[config.mk]
export PLATFORM = sky130hd
export DESIGN_NAME = name_based_uuid_v5_sha1
export DESIGN_NICKNAME = d
export VERILOG_FILES = /design/src/rtl/core/nbu5_pkg.sv /design/src/rtl/core/nbu5_sha1.sv /design/src/rtl/core/name_based_uuid_v5_sha1.sv
export SDC_FILE = /design/constraint.sdc
export NUM_CORES = 2
export LEC_CHECK = 0
export BUFFER_PORTS_ARGS = -buffer_cell sky130_fd_sc_hd__buf_2
export CAP_MARGIN = 0
export CELL_PAD_IN_SITES_DETAIL_PLACEMENT = 1
export CELL_PAD_IN_SITES_GLOBAL_PLACEMENT = 1
export CORE_UTILIZATION = 30
export CTS_BUF_LIST = sky130_fd_sc_hd__clkbuf_2 sky130_fd_sc_hd__clkbuf_4 sky130_fd_sc_hd__clkbuf_8
export DETAILED_ROUTE_END_ITERATION = 8
export GPL_TIMING_DRIVEN = 0
export HOLD_SLACK_MARGIN = 0.05
export PLACE_DENSITY = 0.66
export SLEW_MARGIN = 20
export SYNTH_ARGS = -nofsm -noshare
export SYNTH_HDL_FRONTEND = slang
export SYNTH_SLANG_ARGS = --single-unit
[constraint.sdc]
create_clock -name clk -period 14.9 [get_ports clk]
set_clock_uncertainty 0.2 [all_clocks]
set_input_delay 2.235 -clock clk [delete_from_list [all_inputs] [get_ports clk]]
set_output_delay 2.235 -clock clk [all_outputs]
set_load 0.01 [all_outputs]
[src/rtl/core/nbu5_pkg.sv]
package nbu5_pkg;

	// SHA-1 initial chain value, H0 in element 0
	localparam logic [4:0][31:0] SHA_INIT = '{
		32'hC3D2E1F0, 32'h10325476, 32'h98BADCFE, 32'hEFCDAB89, 32'h67452301
	};

	// round constants, one per group of twenty rounds
	localparam logic [31:0] K_R0 = 32'h5A827999;
	localparam logic [31:0] K_R1 = 32'h6ED9EBA1;
	localparam logic [31:0] K_R2 = 32'h8F1BBCDC;
	localparam logic [31:0] K_R3 = 32'hCA62C1D6;

	localparam int unsigned ROUNDS = 80;

	// padding and UUID stamping
	localparam logic [7:0] PAD_MARK     = 8'h80;
	localparam logic [7:0] PAD_ZERO     = 8'h00;
	localparam logic [7:0] VER_KEEP     = 8'h0F;
	localparam logic [7:0] VER_FIVE     = 8'h50;
	localparam logic [7:0] VAR_KEEP     = 8'hBF;
	localparam logic [7:0] VAR_RFC      = 8'h80;
	localparam logic [5:0] LEN_POS      = 6'd55;
	localparam logic [5:0] BLOCK_END    = 6'd63;

	typedef logic [4:0][31:0] chain_t;

	// byte feed into the hash engine
	typedef struct packed {
		logic       valid;
		logic [7:0] data;
	} byte_feed_t;

	// engine status back to the sequencer
	typedef struct packed {
		logic       busy;
		logic [5:0] fill;
	} eng_stat_t;

endpackage

[src/rtl/core/nbu5_sha1.sv]
module nbu5_sha1 (
	input  logic                 clk,
	input  logic                 arst_n,
	input  nbu5_pkg::byte_feed_t feed,
	input  logic                 restart,
	output nbu5_pkg::eng_stat_t  stat,
	output nbu5_pkg::chain_t     chain
);

	localparam logic [1:0] E_LOAD  = 2'd0;
	localparam logic [1:0] E_ROUND = 2'd1;
	localparam logic [1:0] E_ADD   = 2'd2;

	logic [1:0]             est_q;
	logic [5:0]             fill_q;
	logic [6:0]             rnd_q;
	logic [511:0]           blk_q;
	nbu5_pkg::chain_t       vars_q;
	nbu5_pkg::chain_t       chain_q;
	logic                   take;
	logic [31:0]            w0, w2, w8, w13, wmix, wnew;
	logic [31:0]            fa, fb, fc, fd, fe, f, k, tmp;

	assign take  = feed.valid && (est_q == E_LOAD);
	assign stat  = '{busy: (est_q != E_LOAD), fill: fill_q};
	assign chain = chain_q;

	// schedule taps on the sliding window, word 0 is the current round's word
	assign w0   = blk_q[511:480];
	assign w2   = blk_q[447:416];
	assign w8   = blk_q[255:224];
	assign w13  = blk_q[95:64];
	assign wmix = w13 ^ w8 ^ w2 ^ w0;
	assign wnew = {wmix[30:0], wmix[31]};

	// round function of the shared unit
	always_comb begin
		fa = vars_q[0];
		fb = vars_q[1];
		fc = vars_q[2];
		fd = vars_q[3];
		fe = vars_q[4];
		if (rnd_q < 7'd20) begin
			f = (fb & fc) | (~fb & fd);
			k = nbu5_pkg::K_R0;
		end else if (rnd_q < 7'd40) begin
			f = fb ^ fc ^ fd;
			k = nbu5_pkg::K_R1;
		end else if (rnd_q < 7'd60) begin
			f = (fb & fc) | (fb & fd) | (fc & fd);
			k = nbu5_pkg::K_R2;
		end else begin
			f = fb ^ fc ^ fd;
			k = nbu5_pkg::K_R3;
		end
		tmp = {fa[26:0], fa[31:27]} + f + fe + k + w0;
	end

	// sequencer: collect bytes, run eighty rounds, fold into the chain
	always_ff @(posedge clk or negedge arst_n) begin
		if (!arst_n) begin
			est_q   <= E_LOAD;
			fill_q  <= '0;
			rnd_q   <= '0;
			chain_q <= nbu5_pkg::SHA_INIT;
		end else begin
			case (est_q)
				E_LOAD: begin
					if (restart) begin
						chain_q <= nbu5_pkg::SHA_INIT;
					end
					if (take) begin
						fill_q <= fill_q + 6'd1;
						if (fill_q == nbu5_pkg::BLOCK_END) begin
							est_q <= E_ROUND;
							rnd_q <= '0;
						end
					end
				end
				E_ROUND: begin
					rnd_q <= rnd_q + 7'd1;
					if (rnd_q == 7'(nbu5_pkg::ROUNDS - 1)) begin
						est_q <= E_ADD;
					end
				end
				E_ADD: begin
					for (int i = 0; i < 5; i++) begin
						chain_q[i] <= chain_q[i] + vars_q[i];
					end
					est_q <= E_LOAD;
				end
				default: est_q <= E_LOAD;
			endcase
		end
	end

	// block window and working variables
	always_ff @(posedge clk) begin
		if (take) begin
			blk_q <= {blk_q[503:0], feed.data};
			if (fill_q == nbu5_pkg::BLOCK_END) begin
				vars_q <= chain_q;
			end
		end else if (est_q == E_ROUND) begin
			blk_q     <= {blk_q[479:0], wnew};
			vars_q[4] <= vars_q[3];
			vars_q[3] <= vars_q[2];
			vars_q[2] <= {vars_q[1][1:0], vars_q[1][31:2]};
			vars_q[1] <= vars_q[0];
			vars_q[0] <= tmp;
		end
	end

endmodule

[src/rtl/core/name_based_uuid_v5_sha1.sv]
// Version 5 UUID over a byte stream, hashed with SHA-1 one round per cycle.
// Bytes are taken one per cycle while the engine is idle; every full 64-byte block then
// runs 80 rounds through the shared round unit plus the chain fold, stalling the input.
// Closing item: padding and length go in one byte a cycle while the engine is free (up
// to 72 bytes, one or two compressions), then the result loads the output register.
// Async active-low reset sets the chain to the SHA-1 constants and mode to 0.
module name_based_uuid_v5_sha1 (
	input  logic         clk,
	input  logic         arst_n,
	input  logic         s_tvalid,
	output logic         s_tready,
	input  logic [7:0]   s_tdata,   // [7:0] data_byte
	input  logic         s_tuser,   // [0] has_byte
	input  logic         s_tlast,   // last_item
	output logic         m_tvalid,
	input  logic         m_tready,
	output logic [127:0] m_tdata,   // [63:0] uuid_high, [127:64] uuid_low
	input  logic         cfg_valid,
	output logic         cfg_ready,
	input  logic         cfg_data
);

	localparam logic [1:0] ST_IDLE = 2'd0;
	localparam logic [1:0] ST_PAD  = 2'd1;
	localparam logic [1:0] ST_LEN  = 2'd2;
	localparam logic [1:0] ST_DONE = 2'd3;

	logic [1:0]           st_q;
	logic                 pad_first_q;
	logic [2:0]           len_cnt_q;
	logic [63:0]          len_q;
	logic                 host_be_q;
	logic                 out_valid_q;
	logic [127:0]         out_data_q;
	logic                 restart;
	logic                 out_load;
	logic                 in_take;
	nbu5_pkg::byte_feed_t feed;
	nbu5_pkg::eng_stat_t  eng;
	nbu5_pkg::chain_t     chain;
	logic [127:0]         dg;
	logic [7:0]           d [16];
	logic [7:0]           ver_byte;
	logic [63:0]          uuid_high;
	logic [63:0]          uuid_low;

	nbu5_sha1 u_sha1 (
		.clk     (clk),
		.arst_n  (arst_n),
		.feed    (feed),
		.restart (restart),
		.stat    (eng),
		.chain   (chain)
	);

	assign s_tready  = (st_q == ST_IDLE) && !eng.busy;
	assign in_take   = s_tvalid && s_tready;
	assign cfg_ready = 1'b1;
	assign m_tvalid  = out_valid_q;
	assign m_tdata   = out_data_q;

	assign out_load = (st_q == ST_DONE) && !eng.busy && (!out_valid_q || m_tready);
	assign restart  = out_load;

	// pick the byte for the engine: message, padding or length
	always_comb begin
		feed = '{valid: 1'b0, data: nbu5_pkg::PAD_ZERO};
		case (st_q)
			ST_IDLE: feed = '{valid: in_take && s_tuser, data: s_tdata};
			ST_PAD:  feed = '{valid: !eng.busy,
				data: pad_first_q ? nbu5_pkg::PAD_MARK : nbu5_pkg::PAD_ZERO};
			ST_LEN:  feed = '{valid: !eng.busy, data: len_q[63:56]};
			default: feed = '{valid: 1'b0, data: nbu5_pkg::PAD_ZERO};
		endcase
	end

	// digest bytes and UUID stamping
	assign dg = {chain[0], chain[1], chain[2], chain[3]};
	always_comb begin
		for (int i = 0; i < 16; i++) begin
			d[i] = dg[127 - 8 * i -: 8];
		end
		ver_byte = (d[6] & nbu5_pkg::VER_KEEP) | nbu5_pkg::VER_FIVE;
		if (host_be_q) begin
			uuid_high = {d[0], d[1], d[2], d[3], d[4], d[5], ver_byte, d[7]};
		end else begin
			uuid_high = {d[3], d[2], d[1], d[0], d[5], d[4], d[7], ver_byte};
		end
		uuid_low = {(d[8] & nbu5_pkg::VAR_KEEP) | nbu5_pkg::VAR_RFC,
			d[9], d[10], d[11], d[12], d[13], d[14], d[15]};
	end

	// message sequencer
	always_ff @(posedge clk or negedge arst_n) begin
		if (!arst_n) begin
			st_q        <= ST_IDLE;
			pad_first_q <= 1'b0;
			len_cnt_q   <= '0;
			len_q       <= '0;
		end else begin
			case (st_q)
				ST_IDLE: begin
					if (in_take) begin
						if (s_tuser) begin
							len_q <= len_q + 64'd8;
						end
						if (s_tlast) begin
							st_q        <= ST_PAD;
							pad_first_q <= 1'b1;
						end
					end
				end
				ST_PAD: begin
					if (!eng.busy) begin
						pad_first_q <= 1'b0;
						if (eng.fill == nbu5_pkg::LEN_POS) begin
							st_q      <= ST_LEN;
							len_cnt_q <= '0;
						end
					end
				end
				ST_LEN: begin
					if (!eng.busy) begin
						len_q     <= {len_q[55:0], 8'h00};
						len_cnt_q <= len_cnt_q + 3'd1;
						if (len_cnt_q == 3'd7) begin
							st_q <= ST_DONE;
						end
					end
				end
				ST_DONE: begin
					if (out_load) begin
						st_q <= ST_IDLE;
					end
				end
				default: st_q <= ST_IDLE;
			endcase
		end
	end

	// mode register and output handshake
	always_ff @(posedge clk or negedge arst_n) begin
		if (!arst_n) begin
			host_be_q   <= 1'b0;
			out_valid_q <= 1'b0;
		end else begin
			if (cfg_valid && cfg_ready) begin
				host_be_q <= cfg_data;
			end
			if (out_load) begin
				out_valid_q <= 1'b1;
			end else if (m_tready) begin
				out_valid_q <= 1'b0;
			end
		end
	end

	// hold the result until taken
	always_ff @(posedge clk) begin
		if (out_load) begin
			out_data_q <= {uuid_low, uuid_high};
		end
	end

`ifndef SYNTH
	a_block_starts: assert property (@(posedge clk) disable iff (!arst_n)
		(feed.valid && !eng.busy && eng.fill == nbu5_pkg::BLOCK_END) |=> eng.busy)
		else $error("full block did not start compression");

	a_len_position: assert property (@(posedge clk) disable iff (!arst_n)
		(st_q == ST_LEN) |-> (eng.fill[5:3] == 3'b111))
		else $error("length bytes outside the last eight block positions");

	a_done_aligned: assert property (@(posedge clk) disable iff (!arst_n)
		(st_q == ST_DONE && !eng.busy) |-> (eng.fill == 6'd0))
		else $error("padded message not block aligned");

	a_len_cleared: assert property (@(posedge clk) disable iff (!arst_n)
		(st_q == ST_DONE) |-> (len_q == 64'd0))
		else $error("length not fully shifted out");
`endif

endmodule

==> out/metrics.yaml <==
status: "finished, final reports clean"
cts_made_buffers: 190
relSlewSlack_pct: 16.3
syn_to_final_growth_pct: 14.2
multi_input_area_mm2: 0.0253
fin_crit_ps: 8490
num_io_pins: 147
holdBufCountCts: 0
n_fill_cell: 21676
cp-start-kind: "register"
clock_sinks: 1042
r2r_start: "u_sha1.rnd_q[5]"
hold_depth: 1
cp.buffers_inverters: 5
synth_compound_area_share_pct: 10.2
max-clock-path-buffers: 3
max_freq_ghz: 0.118
reg2reg_depth: 26
rows: 159
grt_usage_pct: 21.2
rsz0062_at_grt: "no"
post_cts_resized: 0
seq_area_mm2: 0.0302
cp.depth: 26
drv.max_cap_violation_count: 0
finalHoldViolCount: 0
slowest_stage: "nor3_1"
cts_root_buf: "clkbuf_8"
startpoint: "u_sha1.rnd_q[5]"
grt_pass1_wl_um: 306000
setup_viol_count_final: 0
viasPerCell: 5.10
synth_warnings: 0
synthCells: 5789
die_w_um: 438
drtIter0Drc: 3139
core_mm2: 0.189
cts_tree: "built"
synthMuxAreaShare_pct: 1.39
ant_nets: 0
synth_seq_cells: 1042
wl_um: 206000
place.gp.congestion: 0.921
finish.utilization_pct: 34.6
synth_fa_ha_area_share_pct: 9.38
die_y_um: 438
hp-start: "u_sha1.fill_q[5]"
worst_ep_arrival_time_ps: 8990
grt_overflow: 0
crit_path_max_fanout: 11
clock_latency_ps: 990
grt_pass1_vias: 46850
fin_crit_sh_pct: 57.0
start_util_pct: 30.3
finalSetupTns_ps: 0
num_vias: 44874
finalMaxSlewViolations: 0
crit_top_cell: "fa_1"
holdCritPathClass: "reg -> reg"
worstSetupPathType: "reg -> reg"
post_cts.repair.setup_buffers: 0
ys.flop_type: "edfxtp_1"
dp_hpwl_um: 156000
die_area_mm2: 0.192
tightest_slew_ps: 1260
clkTransAtPathRegs_ps: 60
wl_per_cell_um: 23.4
first_pass_iters: 7
synth.distinct_cells: 89
required_ps: 15400
synth_xor_area_share_pct: 4.20
drive_above_1_share_pct: 10.9
syn_avg_cell_area_um2: 9.87
synth_top_family_by_area: "simple AND/OR/NAND/NOR gates"
h-tree-depth: 4
syn_area_mm2: 0.0572
grt_max_degree: 98
r2r_slack_ps: 6410
synth_simple_gate_area_share_pct: 18.9
nets: 6508
antenna_found_initial: 5
slowest_delay_ps: 930
end_kind: "register"
ys_seq_area_share_pct: 52.8
synthArstFlopShare_pct: 23.4
synth-edff-count: 798
port_buffers: 143
crit_family: "simple AND/OR/NAND/NOR gates"
drcViolationCount: 0
cell families (layout without fill, tap and decap cells):
logic type / count (synthesis) / after routing
adder cells (fa/ha/maj): 354 / 354
AO/OA/AOI/OAI: 916 / 916
flip-flops: 1042 / 1042
buffers and inverters: 467 / 976
AND/OR/NAND/NOR: 2662 / 2662
XOR/XNOR: 274 / 274
other: 2 / 7
multiplexers: 72 / 72
cell usage in the layout (no fill, tap or decap), drive strengths merged, types with 11 or more instances in the layout:
| master | Yosys | final |
|---|---|---|
| a211oi | 21 | 21 |
| a21o | 84 | 84 |
| a21oi | 234 | 234 |
| a221o | 15 | 15 |
| a221oi | 14 | 14 |
| a31oi | 25 | 25 |
| a32oi | 16 | 16 |
| and2 | 19 | 19 |
| and3 | 29 | 29 |
| buf | 13 | 169 |
| clkbuf | 238 | 514 |
| clkinv | 2 | 64 |
| dfrtp | 164 | 164 |
| dfstp | 80 | 80 |
| edfxtp | 798 | 798 |
| fa | 124 | 124 |
| ha | 230 | 230 |
| inv | 214 | 221 |
| mux2 | 61 | 61 |
| mux2i | 11 | 11 |
| nand2 | 2054 | 2054 |
| nand2b | 31 | 31 |
| nand3 | 111 | 111 |
| nand4 | 31 | 31 |
| nor2 | 224 | 224 |
| nor2b | 46 | 46 |
| nor3 | 58 | 58 |
| nor4 | 13 | 13 |
| o211ai | 14 | 14 |
| o21a | 23 | 23 |
| o21ai | 318 | 318 |
| o21bai | 29 | 29 |
| o31ai | 20 | 20 |
| o32ai | 21 | 21 |
| or3 | 16 | 16 |
| xnor2 | 186 | 186 |
| xor2 | 88 | 88 |
state kept, by name (all words and copies together), names as in the netlist, 3 cells and up:
name / cells
u_sha1.chain: 160
m_tdata: 126
u_sha1.blk_q: 512
len_q: 61
u_sha1.rnd_q: 7
u_sha1.fb: 32
len_cnt_q: 3
u_sha1.fc: 32
u_sha1.fd: 32
u_sha1.fa: 32
u_sha1.fill_q: 6
u_sha1.fe: 32
metrics by stage:
stage          hold slack [ps]  instance area (um^2)  worst slack [ps]  cells
4_1_cts                    283                 65300              6500   8794
3_3_place_gp               258                 61000               166   8428
3_5_place_dp               272                 61400              6530   8441
6_report                   284                 65300              6410   8798
2_1_floorplan              240                 57200              4920   5790
5_1_grt                    318                 65300              6240   8795
worst paths after layout:
| path | end |
|---|---|
| worst max-delay path | u_sha1.fa[29] |
| worst min-delay path | u_sha1.fill_q[5] |
| worst max register to register | u_sha1.fa[29] |
| worst min register to register | u_sha1.fill_q[5] |
| max in group asynchronous | u_sha1.chain[51] |
| min in group asynchronous | len_q[30] |
synth_stat cells, types with 6 or more instances:
cell / number / area [um^2]
xnor2_1: 186 / 1630
mux2_2: 60 / 676
nand3_1: 111 / 556
nand2_1: 2054 / 7710
and2_1: 19 / 119
nand4_1: 31 / 194
or3_1: 16 / 100
a21oi_1: 233 / 1170
nor2b_1: 46 / 288
o32ai_1: 21 / 184
fa_1: 124 / 2480
nor2_1: 224 / 841
mux2i_1: 11 / 110
o21ai_0: 296 / 1480
and3_1: 29 / 181
a221o_1: 15 / 150
o21a_1: 23 / 173
o211a_1: 9 / 90.1
nand2b_1: 31 / 194
or2_2: 10 / 62.6
inv_1: 213 / 800
a21o_1: 84 / 631
ha_1: 230 / 2880
edfxtp_1: 798 / 24000
o21bai_1: 29 / 218
o32a_1: 9 / 90.1
a211oi_1: 21 / 158
o21ai_1: 21 / 105
a32oi_1: 16 / 140
dfstp_2: 80 / 2100
o211ai_1: 13 / 97.6
a31oi_1: 22 / 138
and4_1: 6 / 52.6
dfrtp_1: 164 / 4100
o311ai_0: 7 / 61.3
nor3_1: 57 / 285
o31ai_1: 14 / 105
a211o_1: 7 / 61.3
xor2_1: 88 / 771
nor4_1: 13 / 81.3
clkbuf_1: 238 / 893
a221oi_1: 9 / 78.8
layout make-up:
| class | instances | share of cell area, % |
|---|---|---|
| multi-input cells | 4281 | 38.7 |
| clock inverters | 77 | 0.780 |
| flip-flops and latches | 1042 | 46.2 |
| diodes | 4 | 0.0153 |
| plain buffers | 251 | 1.50 |
| repair buffers | 156 | 1.61 |
| inverters | 216 | 1.25 |
| clock buffers | 276 | 5.17 |
| well taps | 2495 | 4.78 |
routing by layer:
metal	vias up	track usage, %	share of wire (%)
met5	-	0	0.0058
met4	2	9.72	4.6
met3	388	2.80	4.8
met2	1164	35.4	48
met1	22753	27.4	43
li1	20567	-	-
Power is not shown: default switching activity piles up to over one toggle a cycle in this logic, so the estimate is an artifact.
